`config.mk`:
```
export PLATFORM = sky130hd
export DESIGN_NAME = plt_ram
export DESIGN_NICKNAME = d
export VERILOG_FILES = /design/src/rtl/core/plt_ram.sv
export SDC_FILE = /design/constraint.sdc
export NUM_CORES = 2
export LEC_CHECK = 0
export BUFFER_PORTS_ARGS = -buffer_cell sky130_fd_sc_hd__buf_4
export CAP_MARGIN = 25
export CORE_ASPECT_RATIO = 1.25
export CORE_MARGIN = 10
export CORE_UTILIZATION = 40
export DETAILED_ROUTE_END_ITERATION = 12
export GPL_TIMING_DRIVEN = 0
export HOLD_SLACK_MARGIN = 0.02
export PLACE_DENSITY = 0.62
export SLEW_MARGIN = 20
export SYNTH_ARGS = -nofsm -noshare
export SYNTH_HDL_FRONTEND = slang
export SYNTH_SLANG_ARGS = --single-unit
```
`constraint.sdc`:
```
create_clock -name clock -period 4.3 [get_ports clock]
set_clock_uncertainty 0.15 [all_clocks]
set_input_delay 0.86 -clock clock [delete_from_list [all_inputs] [get_ports clock]]
set_output_delay 0.86 -clock clock [all_outputs]
set_load 0.01 [all_outputs]
```
`src/rtl/core/plt_ram.sv`:
```
`timescale 1ns / 1ps
// ----------------------------------------------------------------------------
// plt_ram
// Generic single write port, single read port RAM with registered read.
// ----------------------------------------------------------------------------
module plt_ram #(
   parameter int WIDTH = 32,
   parameter int DEPTH = 64
) (
   input  logic                     clock,
   input  logic                     wr_en,
   input  logic [$clog2(DEPTH)-1:0] wr_addr,
   input  logic [WIDTH-1:0]         wr_data,
   input  logic [$clog2(DEPTH)-1:0] rd_addr,
   output logic [WIDTH-1:0]         rd_data
);

   logic [WIDTH-1:0] mem [DEPTH];
   logic [WIDTH-1:0] rd_data_ff;

   always_ff @(posedge clock) begin
      if (wr_en) begin
         mem[wr_addr] <= wr_data;
      end
      rd_data_ff <= mem[rd_addr];
   end

   assign rd_data = rd_data_ff;

endmodule

```
==> flow_metrics.py <==
metrics = {
    "run_status": {
        "outcome": "finished, violations left",
        "failed_checks": "negative setup slack",
    },
    "power_and_ir_drop": {
        "finalPower_mw": 41.7,
        "powerDensity_nw_per_um2": 452,
        "leakagePower_nw": 28.7,
        "peakVddDrop_uv": 461,
    },
    "global_route": {
        "grt_pass1_vias": 39500,
        "grt_overflow": 0,
        "antenna_found_initial": 23,
        "grt_max_degree": 65,
        "grt_pass1_wl_mm": 330,
        "grt_use_total_pct": 22.4,
    },
    "cells_and_area": {
        "nets": 3785,
        "syn_to_final_growth_pct": 17.7,
        "multi_input_comb_area_sq_um": 16000,
        "fill_cells": 15500,
        "ff_latch_area_sq_um": 62100,
        "drive_gt1_share_pct": 31.1,
    },
    "route": {
        "met1_length_mm": 82.6,
        "wl_met2_mm": 119,
        "dr_wl_met3_mm": 21.7,
        "highest_layer": "met5",
        "drt_wl_total_mm": 243,
        "num_vias": 39100,
        "dr.pass1.iters": 5,
        "drt-initial-drc-count": 5728,
        "via_per_inst": 6.05,
        "final_antenna_net_count": 0,
        "drcViolationCount": 0,
        "avgRoutedWirePerCell_um": 37.6,
    },
    "clocking": {
        "path_clk_slew_ns": 0.07,
        "cts_buffers": 189,
        "clock_latency_ns": 0.86,
        "clockRootBuffer": "clkbuf_16",
        "clk_path_buf_depth": 3,
        "cts_tree": "built",
        "cts_max_level": 4,
        "postCtsSetupRepairBufs": 0,
        "clkSinkCount": 2080,
    },
    "run": {
        "max_cap_violations": 0,
    },
    "sta": {
        "max_slew_margin_pct": 23.0,
        "report.final.slew_viol_count": 0,
        "fmax_ghz": 0.231,
        "tns_ns": -0.0312,
        "tightestPinTransition_ns": 1.16,
        "setup_slack_ns": -0.0203,
        "rsz0062_at_grt": "no",
        "post-route-period-util_pct": 100,
        "hold_violations": 0,
        "whs_ns": 0.389,
        "finalSetupViolCount": 2,
        "fin_crit_ns": 4.32,
    },
    "synth": {
        "synth_seq_cells": 2080,
        "syn-cell-area_sq_um": 78500,
        "synth_top_area_share_pct": 78.3,
        "synth_common_cells": "edfxtp_1 (2048), mux4_2 (544), nor2_1 (137)",
        "synth_top_flop_cell": "edfxtp_1",
        "syn-num-nets": 3370,
        "synth.avg_cell_area_sq_um": 23.6,
        "ys_warn_count": 0,
        "async_reset_ff_share_pct": 0,
        "synth_most_common_cell": "edfxtp_1",
        "synth.distinct_cells": 34,
        "yosysSeqAreaShare_pct": 79.1,
        "synthTopCellsByArea": "edfxtp_1 (78%), mux4_2 (16%), mux2i_1 (1.2%)",
        "yosys.area.top_type": "edfxtp_1",
        "synth_edf_count": 2048,
        "syn_inst": 3324,
    },
    "critical_path": {
        "critPathRequiredTime_ns": 4.83,
        "cp-end-kind": "register",
        "critPathKind": "input pin to register",
        "arrival_ns": 4.85,
        "start_kind": "input pin",
        "path_max_fanout": 10,
    },
    "floorplan": {
        "io_pins": 78,
        "die-area_sq_um": 215000,
        "initial_core_util_pct": 40.3,
        "die_y_um": 515,
        "rows": 181,
        "die_w_um": 416,
        "coreArea_sq_um": 195000,
    },
    "min_path": {
        "hold_class": "input pin to register",
    },
    "placement": {
        "gp_congestion": 0.873,
        "dp_hpwl_mm": 163,
        "io_buffer_count": 69,
    },
}
## routing by layer
metal  vias up  GRT usage (%)
li1      15100              -
met1     21100           26.9
met2      2387           37.0
met3       560           3.72
met4         2           15.3
met5         -              0
## sequential cells by signal (all words and copies together), names as in the netlist
signal,cells
mem,2048
rd_data,32
## critical path, stage by stage
cell,delay [ns]
buf_2,0.38
buf_2,0.45
buf_2,0.46
buf_1,0.82
mux4_2,0.36
o22ai_1,0.10
nor2_1,0.58
a21oi_1,0.17
nor2_1,0.60
## through the flow
stage,instance area [sq um],setup WS (ns),instances,util [%]
2_1_floorplan,78500,0.130,3324,-
3_3_place_gp,82200,-3.23,5955,42.2
3_5_place_dp,86200,-0.981,6107,44.2
4_1_cts,92300,0.00999,6450,47.3
5_1_grt,92400,0.0343,6469,47.4
6_report,92400,-0.0203,6471,47.4
## placed cells by master, fill, tap and decap left out, types with 46 or more instances in the layout
master	n
edfxtp_1	2048
buf_4	104
clkbuf_1	94
mux2i_1	93
nor2_4	62
clkbuf_16	190
o22ai_1	84
a21oi_1	54
buf_16	87
nor2_1	75
buf_2	60
clkinv_1	46
mux4_2	544
## kinds of logic (layout without fill, tap and decap cells)
logic type,Yosys count,after routing,synth area share [%]
buffers and inverters,182,749,1.13
flip-flops,2080,2080,79.1
multiplexers,637,637,16.8
other,0,18,0
AND/OR/NAND/NOR,223,223,1.27
AO/OA/AOI/OAI,202,202,1.67
## worst paths after layout
path / cells past startpoint / start / slack [ns] / to
worst min register to register: 4 / mem[28][20] / 0.91 / rd_data[20]
worst max-delay path: 9 / rd_addr[1] / -0.02 / rd_data[22]
worst max register to register: 4 / mem[15][24] / 1.50 / rd_data[24]
worst min-delay path: 1 / wr_data[20] / 0.39 / mem[62][20]
## where the power goes
group | internal [mW] | total (mW) | switching (mW)
clock | 9.22 | 16.8 | 7.55
sequential | 22.4 | 22.5 | 0.0423
combinational | 0.827 | 2.48 | 1.65
## area by class of cell
class,instances,share of cell area (%)
flip-flops and latches,2080,67.3
multi-input cells,1062,17.3
clock buffers,230,5.36
repair buffers,224,4.33
well taps,2562,3.47
clock inverters,113,1.22
plain buffers,182,0.983
diodes,18,0.0488
## timing repair
item                                    4_1_cts  5_1_grt
endpoints found under the setup margin        1        0
resized for setup                             1        0
hold buffers                                  0        0
No activity file was read; power rests on OpenSTA's default activity.
