File: src/rtl/core/plt_pkg.sv
`timescale 1ns / 1ps
// ----------------------------------------------------------------------------
// plt_pkg
// Shared types and constants of the clamped piecewise linear table.
// ----------------------------------------------------------------------------
package plt_pkg;

   localparam int MAX_POINTS = 64;
   localparam int ADDR_W     = $clog2(MAX_POINTS);
   localparam int DATA_W     = 32;
   localparam int PC_W       = 7;
   localparam int IDX_W      = 6;
   localparam int CSR_IDX_W  = 1;

   // iterative multiply/divide unit
   localparam int MDU_W     = DATA_W + 1;
   localparam int MDU_STEPS = MDU_W;
   localparam int MDU_CNT_W = $clog2(MDU_STEPS);

   localparam logic [CSR_IDX_W-1:0] CSR_START_OFFSET = 1'd0;
   localparam logic [CSR_IDX_W-1:0] CSR_POINT_COUNT  = 1'd1;

   localparam logic FUNC_LOAD  = 1'b0;
   localparam logic FUNC_QUERY = 1'b1;

   localparam logic [1:0] REGION_LOW  = 2'd0;
   localparam logic [1:0] REGION_MID  = 2'd1;
   localparam logic [1:0] REGION_HIGH = 2'd2;

   typedef enum logic [3:0] {
      ST_IDLE,
      ST_RD_FIRST,
      ST_CHK_FIRST,
      ST_RD_LAST,
      ST_CHK_LAST,
      ST_SCAN_RD,
      ST_SCAN_CHK,
      ST_RD_LOW,
      ST_CAP_LOW,
      ST_SETUP,
      ST_MULDIV,
      ST_FINISH
   } seq_state_type;

   typedef enum logic [1:0] {
      MDU_IDLE,
      MDU_MUL,
      MDU_DIV,
      MDU_DONE
   } mdu_state_type;

   typedef struct packed {
      logic             start;
      logic [MDU_W-1:0] mag;
      logic [MDU_W-1:0] delta;
      logic [MDU_W-1:0] span;
   } mdu_cmd_type;

   typedef struct packed {
      logic             done;
      logic [MDU_W-1:0] quot;
   } mdu_rsp_type;

endpackage

File: src/rtl/core/plt_mdu.sv
`timescale 1ns / 1ps
// ----------------------------------------------------------------------------
// plt_mdu
// Shared add/subtract unit stepped as a shift-add multiplier and then as a
// restoring divider, giving floor(mag * delta / span), one bit per cycle.
// ----------------------------------------------------------------------------
module plt_mdu (
   input  logic                clock,
   input  logic                reset,
   input  plt_pkg::mdu_cmd_type cmd,
   output plt_pkg::mdu_rsp_type rsp
);
   import plt_pkg::*;

   mdu_state_type state_ff, state_in;

   logic [MDU_W-1:0]     mag_ff, mag_in;
   logic [MDU_W-1:0]     span_ff, span_in;
   logic [2*MDU_W-1:0]   acc_ff, acc_in;
   logic [MDU_CNT_W-1:0] cnt_ff, cnt_in;

   logic [MDU_W:0]   op_a;
   logic [MDU_W:0]   op_b;
   logic             op_cin;
   logic [MDU_W+1:0] sum;
   logic             last_step;
   logic             ge;
   logic [MDU_W-1:0] rem_new;

   // shared adder
   always_comb begin
      if (state_ff == MDU_DIV) begin
         op_a   = acc_ff[2*MDU_W-1:MDU_W-1];
         op_b   = ~{1'b0, span_ff};
         op_cin = 1'b1;
      end else begin
         op_a   = {1'b0, acc_ff[2*MDU_W-1:MDU_W]};
         op_b   = acc_ff[0] ? {1'b0, mag_ff} : '0;
         op_cin = 1'b0;
      end
      sum = {1'b0, op_a} + {1'b0, op_b} + {{(MDU_W+1){1'b0}}, op_cin};
   end

   assign last_step = (cnt_ff == MDU_CNT_W'(MDU_STEPS - 1));
   assign ge        = sum[MDU_W+1];
   assign rem_new   = ge ? sum[MDU_W-1:0] : op_a[MDU_W-1:0];

   // next state
   always_comb begin
      case (state_ff)
         MDU_IDLE: state_in = cmd.start ? MDU_MUL : MDU_IDLE;
         MDU_MUL:  state_in = last_step ? MDU_DIV : MDU_MUL;
         MDU_DIV:  state_in = last_step ? MDU_DONE : MDU_DIV;
         MDU_DONE: state_in = MDU_IDLE;
         default:  state_in = MDU_IDLE;
      endcase
   end

   // datapath
   always_comb begin
      mag_in  = mag_ff;
      span_in = span_ff;
      acc_in  = acc_ff;
      cnt_in  = cnt_ff;
      case (state_ff)
         MDU_IDLE: begin
            if (cmd.start) begin
               mag_in  = cmd.mag;
               span_in = cmd.span;
               acc_in  = {{MDU_W{1'b0}}, cmd.delta};
               cnt_in  = '0;
            end
         end
         MDU_MUL: begin
            acc_in = {sum[MDU_W:0], acc_ff[MDU_W-1:1]};
            cnt_in = last_step ? '0 : cnt_ff + 1'b1;
         end
         MDU_DIV: begin
            acc_in = {rem_new, acc_ff[MDU_W-2:0], ge};
            cnt_in = last_step ? '0 : cnt_ff + 1'b1;
         end
         default: begin
            acc_in = acc_ff;
         end
      endcase
   end

   always_ff @(posedge clock) begin
      if (reset) begin
         state_ff <= MDU_IDLE;
      end else begin
         state_ff <= state_in;
      end
      mag_ff  <= mag_in;
      span_ff <= span_in;
      acc_ff  <= acc_in;
      cnt_ff  <= cnt_in;
   end

   // outputs
   always_comb begin
      rsp.done = (state_ff == MDU_DONE);
      rsp.quot = acc_ff[MDU_W-1:0];
   end

endmodule

File: config.mk
export PLATFORM = sky130hd
export DESIGN_NAME = plt_mdu
export DESIGN_NICKNAME = d
export VERILOG_FILES = /design/src/rtl/core/plt_pkg.sv /design/src/rtl/core/plt_mdu.sv
export SDC_FILE = /design/constraint.sdc
export NUM_CORES = 1
export LEC_CHECK = 0
export BUFFER_PORTS_ARGS = -buffer_cell sky130_fd_sc_hd__buf_2
export CORE_UTILIZATION = 50
export DETAILED_ROUTE_END_ITERATION = 16
export GPL_ROUTABILITY_DRIVEN = 0
export PLACE_DENSITY_LB_ADDON = 0.25
export RECOVER_POWER = 100
export REMOVE_ABC_BUFFERS = 1
export SLEW_MARGIN = 20
export SYNTH_ARGS = -nofsm -noshare
export SYNTH_HDL_FRONTEND = slang
export SYNTH_SLANG_ARGS = --single-unit
File: constraint.sdc
create_clock -name clock -period 8.7 [get_ports clock]
set_clock_uncertainty 0.1 [all_clocks]
set_input_delay 0.435 -clock clock [delete_from_list [all_inputs] [get_ports clock]]
set_output_delay 0.435 -clock clock [all_outputs]
set_load 0.01 [all_outputs]
==> impl_metrics.csv <==
group,metric,value,unit
run_status,status,"complete, but fails checks",
run_status,violations,"capacitance limit, slew limit",
final_layout,syn2layout_area_growth,12.03,%
setup_path,end_kind,"flip-flop",
timing,whs,0.07349,ns
global_route,antenna_found_initial,0,
final_layout,stdcell_area,0.009905,mm2
final_layout,n_antenna_cell,0,
place,io_buffer_count,135,
synthesis,synth_ff_type,"edfxtp_1",
synthesis,post-synth-top-count-cell,"edfxtp_1",
min_path,hold_path.startpoint,"cmd[2]",
drt,ant_nets,0,
setup_path,critPathMaxFanout,63,
global_route,grt_pass1_wl,32.40,mm
synthesis,synth_top_area_share,46.87,%
timing,worstMarginPinSlew,3.558,ns
cts,postCtsHoldBufs,0,
place,post_dp_cell_area,0.009387,mm2
synthesis,yosysUniqueCellTypes,74,
timing,period_share,74.15,%
final_layout,nets,1125,
cts,clk_pin_slew,0.07,ns
synthesis,syn_avg_cell_area,9.758,um2
timing,fmax,0.1550,GHz
job,cap_violations,5,
floorplanning,die_y,135.0,um
timing,finalSetupViolCount,0,
min_path,min_to,"span_ff[2]",
timing,final.setup.tns,0,ns
setup_path,regToRegSetupSlack,2.25,ns
power_and_ir_drop,p_total,1.888,mW
place,hpwl,13.96,mm
setup_path,start_kind,"flip-flop",
drt,drtPass1Iterations,5,
cts,clockBufferDepth,2,
synthesis,syn_area,0.008841,mm2
power_and_ir_drop,power_density,190.6,mW/mm2
setup_path,r2r_start,"state_ff[0]",
final_layout,num-fill-cells,1580,
cts,postCtsSetupBuffers,0,
final_layout,regArea,0.004184,mm2
synthesis,synth-edff-count,138,
cts,clock_latency,0.43,ns
floorplanning,die_x,135.0,um
drt,drt-initial-drc-count,512,
global_route,grt_max_degree,72,
cts,cts_resized,0,
cts,cts_sinks,140,
timing,fin_crit,6.451,ns
power_and_ir_drop,leakagePower,3.691,nW
synthesis,ys_seq_area_share,47.33,%
floorplanning,start_util,51.11,%
min_path,holdPathStages,1,
timing,slew-limit-headroom,-137.2,%
cts,cts-root-buf,"clkbuf_16",
global_route,grt_pass1_vias,6578,
min_path,hp-class,"in2reg",
global_route,grt_use_total,22.77,%
setup_path,path_class,"reg2reg",
cts,cts_buffers,17,
setup_path,ff2ff_path_depth,17,
drt,drc,0,
drt,wire_per_inst,16.50,um
cts,cts_tree,"yes",
timing,grt_setup_unrepaired,"false",
floorplanning,rows,48,
synthesis,ys_top_cells_by_area,"edfxtp_1, ha_1, a21oi_1",
final_layout,drive_gt1_share,17.57,%
global_route,grt_overflow,0,
floorplanning,io-pin-count,136,
drt,via_per_inst,5.782,
place,place_ws,3.678,ns
setup_path,cp.required,8.71,ns
synthesis,ys_warn_count,0,
synthesis,yosys-top-cells-count,"edfxtp_1, a21oi_1, nor2_1, nand2_1, o21ai_0",
synthesis,async_flop_share,0,%
cts,htreeDepth,4,
timing,maxSlewViolCount,264,
timing,final_hold_viol_count,0,
final_layout,multiInputGateArea,0.004006,mm2
drt,vias,7060,
floorplanning,dieArea,0.01822,mm2
synthesis,synth_area_leader_cell,"edfxtp_1",
synthesis,syn_inst,906,
drt,drt-total-wl,20.15,mm
setup_path,critPathArrivalTime,6.46,ns
timing,fin_ws,2.249,ns
power_and_ir_drop,ir_drop,0.0001602,V
synthesis,ys_seq_elements,140,
setup_path,r2r_end,"acc_ff[59]",
floorplanning,core,0.01730,mm2
-- through the flow --
step                util (%)  instances
floorplan                  -        819
global route           57.26       1221
CTS                    57.68       1221
detailed placement     54.27       1189
finish                 57.26       1221
global placement       54.27       1189
-- placed cells by master, fill, tap and decap left out, drive strengths merged, types with 3 or more instances in the layout --
cell	n
a211o	3
a211oi	4
a21o	8
a21oi	94
a221oi	15
a22oi	38
a31o	3
a31oi	9
a32oi	6
a41oi	3
and2	7
and3	8
and4	3
buf	106
clkbuf	56
clkinv	7
clkinvlp	3
edfxtp	138
ha	38
inv	43
mux2	14
nand2	92
nand3	22
nand4	10
nor2	91
nor2b	3
nor3	11
o211ai	5
o21a	5
o21ai	75
o21bai	6
or3	6
xnor2	18
xor2	9
-- where the power goes --
| part | internal [mW] | switching (mW) |
|---|---|---|
| clock | 0.426 | 0.300 |
| combinational | 0.122 | 0.207 |
| sequential | 0.806 | 0.0265 |
-- how the worst max path moves through the flow --
stage | from | to | slack [ns] | depth (start not counted)
final | state_ff[0] | acc_ff[59] | 2.25 | 17
after global routing | state_ff[0] | acc_ff[54] | 1.73 | 16
after CTS | state_ff[0] | acc_ff[55] | 3.66 | 19
after detailed placement | state_ff[0] | acc_ff[55] | 3.68 | 19
after global placement | state_ff[0] | acc_ff[55] | 3.75 | 19
after floorplan | state_ff[0] | acc_ff[0] | 1.73 | 4
-- kinds of logic after synthesis --
family	synth area share [%]
compound gates	21.27
simple gates	13.44
flops	47.33
buf+inv	7.628
fa+ha+maj	5.831
xor+xnor	2.675
mux	1.826
-- registers in the layout (all words and copies together) (netlist names), named ones only --
register / flops
acc_ff: 66
mag_ff: 33
span_ff: 33
cnt_ff: 6
state_ff: 1
-- layout make-up --
class / count / area share [%]
well taps: 225 / 2.842
clock inverters: 15 / 1.668
clock buffers: 17 / 4.295
flip-flops and latches: 140 / 42.24
repair buffers: 145 / 6.986
inverters: 40 / 1.516
multi-input cells: 639 / 40.45
-- critical path: stages, from the launching register on --
cell	delay (ns)
dfxtp_1	0.33
inv_1	0.16
ha_4	0.43
buf_4	0.59
nor2b_2	0.08
buf_4	0.28
nand2_1	0.11
o21ai_0	0.12
ha_1	0.46
and3_2	0.26
nor3b_1	0.31
nand4_1	0.17
a31oi_1	0.28
or3_1	0.15
clkbuf_1	1.68
nor2_1	0.19
a32oi_1	0.27
a21oi_1	0.09
-- routing by layer --
| metal | vias up | global-route usage, % | routed length, um |
|---|---|---|---|
| met5 | - | 0 | 0 |
| met4 | 0 | 6.367 | 229 |
| met3 | 17 | 4.617 | 927 |
| met2 | 192 | 36.51 | 9590 |
| met1 | 3364 | 31.33 | 9400 |
| li1 | 3487 | - | - |
(Power assumes the default switching activity.)
