File: src/rtl/core/plt_pkg.sv
`timescale 1ns / 1ps
// ----------------------------------------------------------------------------
// plt_pkg
// Shared types and constants of the clamped piecewise linear table.
// ----------------------------------------------------------------------------
package plt_pkg;

   localparam int MAX_POINTS = 64;
   localparam int ADDR_W     = $clog2(MAX_POINTS);
   localparam int DATA_W     = 32;
   localparam int PC_W       = 7;
   localparam int IDX_W      = 6;
   localparam int CSR_IDX_W  = 1;

   // iterative multiply/divide unit
   localparam int MDU_W     = DATA_W + 1;
   localparam int MDU_STEPS = MDU_W;
   localparam int MDU_CNT_W = $clog2(MDU_STEPS);

   localparam logic [CSR_IDX_W-1:0] CSR_START_OFFSET = 1'd0;
   localparam logic [CSR_IDX_W-1:0] CSR_POINT_COUNT  = 1'd1;

   localparam logic FUNC_LOAD  = 1'b0;
   localparam logic FUNC_QUERY = 1'b1;

   localparam logic [1:0] REGION_LOW  = 2'd0;
   localparam logic [1:0] REGION_MID  = 2'd1;
   localparam logic [1:0] REGION_HIGH = 2'd2;

   typedef enum logic [3:0] {
      ST_IDLE,
      ST_RD_FIRST,
      ST_CHK_FIRST,
      ST_RD_LAST,
      ST_CHK_LAST,
      ST_SCAN_RD,
      ST_SCAN_CHK,
      ST_RD_LOW,
      ST_CAP_LOW,
      ST_SETUP,
      ST_MULDIV,
      ST_FINISH
   } seq_state_type;

   typedef enum logic [1:0] {
      MDU_IDLE,
      MDU_MUL,
      MDU_DIV,
      MDU_DONE
   } mdu_state_type;

   typedef struct packed {
      logic             start;
      logic [MDU_W-1:0] mag;
      logic [MDU_W-1:0] delta;
      logic [MDU_W-1:0] span;
   } mdu_cmd_type;

   typedef struct packed {
      logic             done;
      logic [MDU_W-1:0] quot;
   } mdu_rsp_type;

endpackage

File: src/rtl/core/plt_seq.sv
`timescale 1ns / 1ps
// ----------------------------------------------------------------------------
// plt_seq
// Query sequencer: clamps against the end knots, walks the table for the
// enclosing segment and drives the multiply/divide unit.
// ----------------------------------------------------------------------------
module plt_seq (
   input  logic                         clock,
   input  logic                         reset,
   input  logic                         query_go,
   input  logic [plt_pkg::DATA_W-1:0]   query_time,
   input  logic [plt_pkg::DATA_W-1:0]   start_offset,
   input  logic [plt_pkg::PC_W-1:0]     point_count,
   output logic [plt_pkg::ADDR_W-1:0]   rd_addr,
   input  logic [plt_pkg::DATA_W-1:0]   t_rdata,
   input  logic [plt_pkg::DATA_W-1:0]   v_rdata,
   output plt_pkg::mdu_cmd_type          mdu_cmd,
   input  plt_pkg::mdu_rsp_type          mdu_rsp,
   output logic                         busy,
   output logic                         rsp_valid,
   output logic [plt_pkg::DATA_W-1:0]   rsp_amplitude,
   output logic [1:0]                   rsp_region
);
   import plt_pkg::*;

   seq_state_type state_ff, state_in;

   logic signed [DATA_W:0]   s_ff, s_in;
   logic [ADDR_W-1:0]        last_ff, last_in;
   logic [ADDR_W-1:0]        j_ff, j_in;
   logic [DATA_W-1:0]        t0_ff, t0_in, v0_ff, v0_in;
   logic [DATA_W-1:0]        t1_ff, t1_in, v1_ff, v1_in;
   logic                     neg_ff, neg_in;
   logic [DATA_W-1:0]        res_ff, res_in;
   logic [1:0]               region_ff, region_in;

   logic signed [DATA_W:0]   t_rd_ext;
   logic                     s_le_t;
   logic                     s_lt_t;
   logic signed [DATA_W:0]   w;
   logic signed [DATA_W+1:0] d;
   logic signed [DATA_W:0]   dv;
   logic [MDU_W-1:0]         d_clamp;
   logic [MDU_W-1:0]         mag;
   logic                     w_bad;
   logic [DATA_W-1:0]        q32;

   assign t_rd_ext = $signed({t_rdata[DATA_W-1], t_rdata});
   assign s_le_t   = (s_ff <= t_rd_ext);
   assign s_lt_t   = (s_ff < t_rd_ext);

   // segment arithmetic
   always_comb begin
      w  = $signed({t1_ff[DATA_W-1], t1_ff}) - $signed({t0_ff[DATA_W-1], t0_ff});
      d  = $signed({s_ff[DATA_W], s_ff}) - $signed({{2{t0_ff[DATA_W-1]}}, t0_ff});
      dv = $signed({v1_ff[DATA_W-1], v1_ff}) - $signed({v0_ff[DATA_W-1], v0_ff});
      w_bad = (w <= 0);
      if (d < 0) begin
         d_clamp = '0;
      end else if (d > $signed({w[DATA_W], w})) begin
         d_clamp = w;
      end else begin
         d_clamp = d[MDU_W-1:0];
      end
      mag = dv[DATA_W] ? MDU_W'(-dv) : MDU_W'(dv);
      q32 = mdu_rsp.quot[DATA_W-1:0];
   end

   // next state
   always_comb begin
      case (state_ff)
         ST_IDLE:      state_in = query_go ? ST_RD_FIRST : ST_IDLE;
         ST_RD_FIRST:  state_in = ST_CHK_FIRST;
         ST_CHK_FIRST: state_in = s_le_t ? ST_FINISH : ST_RD_LAST;
         ST_RD_LAST:   state_in = ST_CHK_LAST;
         ST_CHK_LAST:  state_in = (s_ff >= t_rd_ext) ? ST_FINISH : ST_SCAN_RD;
         ST_SCAN_RD:   state_in = ST_SCAN_CHK;
         ST_SCAN_CHK:  state_in = (s_lt_t || j_ff == last_ff) ? ST_RD_LOW : ST_SCAN_RD;
         ST_RD_LOW:    state_in = ST_CAP_LOW;
         ST_CAP_LOW:   state_in = ST_SETUP;
         ST_SETUP:     state_in = w_bad ? ST_FINISH : ST_MULDIV;
         ST_MULDIV:    state_in = mdu_rsp.done ? ST_FINISH : ST_MULDIV;
         ST_FINISH:    state_in = ST_IDLE;
         default:      state_in = ST_IDLE;
      endcase
   end

   // datapath updates
   always_comb begin
      s_in      = s_ff;
      last_in   = last_ff;
      j_in      = j_ff;
      t0_in     = t0_ff;
      v0_in     = v0_ff;
      t1_in     = t1_ff;
      v1_in     = v1_ff;
      neg_in    = neg_ff;
      res_in    = res_ff;
      region_in = region_ff;
      case (state_ff)
         ST_IDLE: begin
            if (query_go) begin
               s_in = $signed({query_time[DATA_W-1], query_time})
                    - $signed({start_offset[DATA_W-1], start_offset});
               if (point_count == '0) begin
                  last_in = '0;
               end else if (32'(point_count) > MAX_POINTS) begin
                  last_in = ADDR_W'(MAX_POINTS - 1);
               end else begin
                  last_in = ADDR_W'(point_count - 1'b1);
               end
            end
         end
         ST_CHK_FIRST: begin
            res_in    = v_rdata;
            region_in = REGION_LOW;
         end
         ST_CHK_LAST: begin
            res_in    = v_rdata;
            region_in = REGION_HIGH;
            j_in      = ADDR_W'(1);
         end
         ST_SCAN_CHK: begin
            t1_in = t_rdata;
            v1_in = v_rdata;
            if (!(s_lt_t || j_ff == last_ff)) begin
               j_in = j_ff + 1'b1;
            end
         end
         ST_CAP_LOW: begin
            t0_in = t_rdata;
            v0_in = v_rdata;
         end
         ST_SETUP: begin
            res_in    = v0_ff;
            region_in = REGION_MID;
            neg_in    = dv[DATA_W];
         end
         ST_MULDIV: begin
            res_in = neg_ff ? v0_ff - q32 : v0_ff + q32;
         end
         default: begin
            res_in = res_ff;
         end
      endcase
   end

   always_ff @(posedge clock) begin
      if (reset) begin
         state_ff <= ST_IDLE;
      end else begin
         state_ff <= state_in;
      end
      s_ff      <= s_in;
      last_ff   <= last_in;
      j_ff      <= j_in;
      t0_ff     <= t0_in;
      v0_ff     <= v0_in;
      t1_ff     <= t1_in;
      v1_ff     <= v1_in;
      neg_ff    <= neg_in;
      res_ff    <= res_in;
      region_ff <= region_in;
   end

   // outputs
   always_comb begin
      case (state_ff)
         ST_RD_LAST: rd_addr = last_ff;
         ST_SCAN_RD: rd_addr = j_ff;
         ST_RD_LOW:  rd_addr = j_ff - 1'b1;
         default:    rd_addr = '0;
      endcase
      mdu_cmd.start = (state_ff == ST_SETUP) && !w_bad;
      mdu_cmd.mag   = mag;
      mdu_cmd.delta = d_clamp;
      mdu_cmd.span  = w;
      busy          = (state_ff != ST_IDLE);
      rsp_valid     = (state_ff == ST_FINISH);
      rsp_amplitude = res_ff;
      rsp_region    = region_ff;
   end

endmodule

File: config.mk
export PLATFORM = sky130hd
export DESIGN_NAME = plt_seq
export DESIGN_NICKNAME = d
export VERILOG_FILES = /design/src/rtl/core/plt_pkg.sv /design/src/rtl/core/plt_seq.sv
export SDC_FILE = /design/constraint.sdc
export NUM_CORES = 1
export LEC_CHECK = 0
export ABC_AREA = 0
export BUFFER_PORTS_ARGS = -buffer_cell sky130_fd_sc_hd__buf_4
export CAP_MARGIN = 20
export CORE_MARGIN = 2
export CORE_UTILIZATION = 54
export CTS_BUF_LIST = sky130_fd_sc_hd__clkbuf_16
export DETAILED_ROUTE_END_ITERATION = 10
export GPL_ROUTABILITY_DRIVEN = 0
export PLACE_DENSITY = 0.83
export RECOVER_POWER = 50
export REMOVE_ABC_BUFFERS = 1
export SLEW_MARGIN = 20
export SYNTH_ARGS = -nofsm -noshare
export SYNTH_HDL_FRONTEND = slang
export SYNTH_SLANG_ARGS = --single-unit
File: constraint.sdc
create_clock -name clock -period 17.23 [get_ports clock]
set_clock_uncertainty 0.15 [all_clocks]
set_input_delay 2.5845 -clock clock [delete_from_list [all_inputs] [get_ports clock]]
set_output_delay 2.5845 -clock clock [all_outputs]
set_load 0.01 [all_outputs]
==> impl_metrics.csv <==
group,metric,value,unit
worst_setup_path,crit_start,"t1_ff[0]$_DFFE_PP_",
detailed_routing,first_pass_iters,6,
worst_setup_path,worstSetupPathType,"reg2out",
yosys,ys_seq_area_frac,0.3150,
layout,layout.cells.non_filler,3088,
clocking,cts_buffers,24,
clocking,clkTransAtPathRegs,0.07,ns
clocking,clock_sinks,212,
place,post-dp-hpwl,44760,um
yosys,synthArstFlopShare,0,
hold_path,hold_path_end,"j_ff[0]$_SDFFCE_PN1P_",
die,die-area,0.03874,mm2
detailed_routing,wl_per_cell,18.24,um
sta,final_min_period_over_clock_period,0.5887,
sta,holdWs,0.5946,ns
worst_setup_path,rrSetupSlack,12.05,ns
place,io_buffers,312,
power,powerDensity,96.28,mW/mm2
clocking,ctsResizeCount,0,
run_status,failed_checks,"max-capacitance violations, max-slew violations",
yosys,syn_area,0.02008,mm2
detailed_routing,routed_wl,56340,um
worst_setup_path,r2r_end,"j_ff[4]$_SDFFCE_PN0P_",
worst_setup_path,critPathLaunchType,"flop",
clocking,cts_tree,"done",
hold_path,whs_path_depth,1,
die,core-area,0.03661,mm2
worst_setup_path,cpMostUsedCell,"inv_1",
clocking,root_buffer,"clkbuf_16",
worst_setup_path,r2r-start,"state_ff[1]$_SDFF_PP0_",
sta,fmax,98.58,MHz
layout,final_cell_mix,"buf_4 (254), nor2_1 (237), inv_1 (233)",
yosys,ys_warn_count,0,
worst_setup_path,path_delay_family,"compound AO/OA/AOI/OAI gates",
die,initial_utilization,0.5485,
clocking,htreeDepth,1,
grt,grt_pass1_vias,18200,
sta,layout_setup_ws,7.086,ns
layout,final_common_cell,"buf_4",
place,dpl_worst_slack,7.754,ns
worst_setup_path,worst-r2r-cell-count,6,
worst_setup_path,cp_slowest_stage_delay,0.90,ns
sta,setup_viol,0,
grt,overflow,0,
die,placementRows,70,
sta,tightest_slew,2.232,ns
layout,fin_nets,3006,
detailed_routing,route.detailed.vias_per_inst,6.035,
hold_path,hold_start,"j_ff[0]$_SDFFCE_PN1P_",
clocking,cts_hold_buf,0,
yosys,yosys.area.top_type_share,0.3110,
layout,area_growth,17.17,%
sta,finalHoldViolCount,0,
yosys,avgSynthCellArea,8.719,um2
grt,grt_first_pass_wirelength,90000,um
place,place_area,0.02287,mm2
worst_setup_path,cp.required,14.50,ns
layout,final.fill_count,2984,
sta,maxSlewHeadroom,-0.4881,
worst_setup_path,critPathMaxFanout,21,
power,peakVddDrop,0.06775,mV
worst_setup_path,endpoint_kind,"output port",
layout,fin_area,0.02353,mm2
yosys,synth_cells,2303,
clocking,postCtsSetupRepairBufs,0,
grt,grt_use_total,0.2867,
layout,drive_gt1_frac,0.1257,
grt,grt_max_degree,67,
yosys,ys_types,83,
run_status,status,"complete, but fails checks",
yosys,yosysTopAreaCell,"edfxtp_1",
hold_path,hold_path_class,"reg2reg",
power,p_leak,10.35,nW
grt,antenna_found_initial,2,
detailed_routing,antenna_left,0,
sta,maxSlewViolCount,133,
sta,rsz0062_at_grt,"false",
run,max_cap_violations,4,
detailed_routing,vias,18640,
worst_setup_path,cp_num_buf_inv,5,
yosys,ys.flop_type,"edfxtp_1",
clocking,insertion_delay,0.53,ns
detailed_routing,drt_drc_violations_left,0,
place,dp_cells,3042,
yosys,synth_edf_count,208,
die,pin_count,314,
sta,fin_tns_setup,0,ns
yosys,synth_seq_cells,212,
die,die_w,196.8,um
sta,finalCriticalPeriod,10.14,ns
worst_setup_path,cp.arrival,7.41,ns
detailed_routing,drtIter0Drc,1245,
clocking,clk_path_buf_depth,3,
yosys,synth_area_leaders,"edfxtp_1 (31%), ha_1 (14%), xnor2_1 (5.8%)",
worst_setup_path,crit_slowest_cell,"o311ai_1",
die,die_h,196.8,um
-- logic make-up after synthesis --
group,Yosys count,share of synthesized area
multiplexers,40,0.02019
AND/OR/NAND/NOR,649,0.1532
AO/OA/AOI/OAI,681,0.2201
adder cells (fa/ha/maj),234,0.1477
buffers and inverters,287,0.05651
flip-flops,212,0.3150
XOR/XNOR,200,0.08723
-- per-stage QoR --
step / utilization / power (mW)
global placement: 0.6247 / 1.623
global route: 0.6427 / 2.396
detailed placement: 0.6247 / 1.662
floorplan: - / 1.324
finish: 0.6427 / 2.265
CTS: 0.6501 / 2.269
-- registers in the layout, summed over array words and instances, names as in the netlist --
signal and cells:
v1_ff 32, rsp_amplitude 32, s_ff 33, j_ff 6
last_ff 6, state_ff 4, rsp_region 2, neg_ff 1
v0_ff 32, t0_ff 32, t1_ff 32
-- synth_stat cells, types with 25 or more instances --
library cell	n
inv_1	230
edfxtp_1	208
a21o_1	80
o22ai_1	31
nand2b_1	30
nor2_1	238
mux2i_1	36
a21oi_1	226
xnor2_1	134
xor2_1	66
o21a_1	34
nand2_1	132
nor3_1	46
nor2b_1	25
nand3_1	53
o21ai_0	92
ha_1	229
clkbuf_1	43
-- cell type report --
type	instances	area, um2	area share
Multi-Input combinational cell	1804	12630	0.5368
Sequential cell	212	6326	0.2689
Timing Repair Buffer	327	2185	0.09285
Inverter	231	867.1	0.03685
Clock buffer	25	625.6	0.02659
Tap cell	468	585.6	0.02489
Clock inverter	19	305.3	0.01298
Antenna cell	2	5.005	0.0002127
-- layer usage --
| layer | track usage | routed length [um] | vias up |
|---|---|---|---|
| met5 | 0 | 0 | - |
| met4 | 0.1197 | 2377 | 0 |
| met3 | 0.04073 | 4305 | 167 |
| met2 | 0.5285 | 28350 | 774 |
| met1 | 0.3320 | 21300 | 8691 |
| li1 | - | - | 9005 |
-- report_power, final --
part           switching (mW)  leakage [nW]  internal (mW)
Sequential             0.0255          1.92          0.624
Clock                   0.220         0.451          0.383
Combinational           0.581          7.98          0.431
-- worst max path at each step --
stage / cells past startpoint / end / slack, ns
floorplan: 18 / mdu_cmd[65] / 7.22
global placement: 26 / mdu_cmd[51] / 7.89
detailed placement: 26 / mdu_cmd[51] / 7.75
CTS: 26 / mdu_cmd[51] / 7.14
global route: 26 / mdu_cmd[51] / 6.66
finish: 26 / mdu_cmd[47] / 7.09
(Power assumes the default switching activity.)
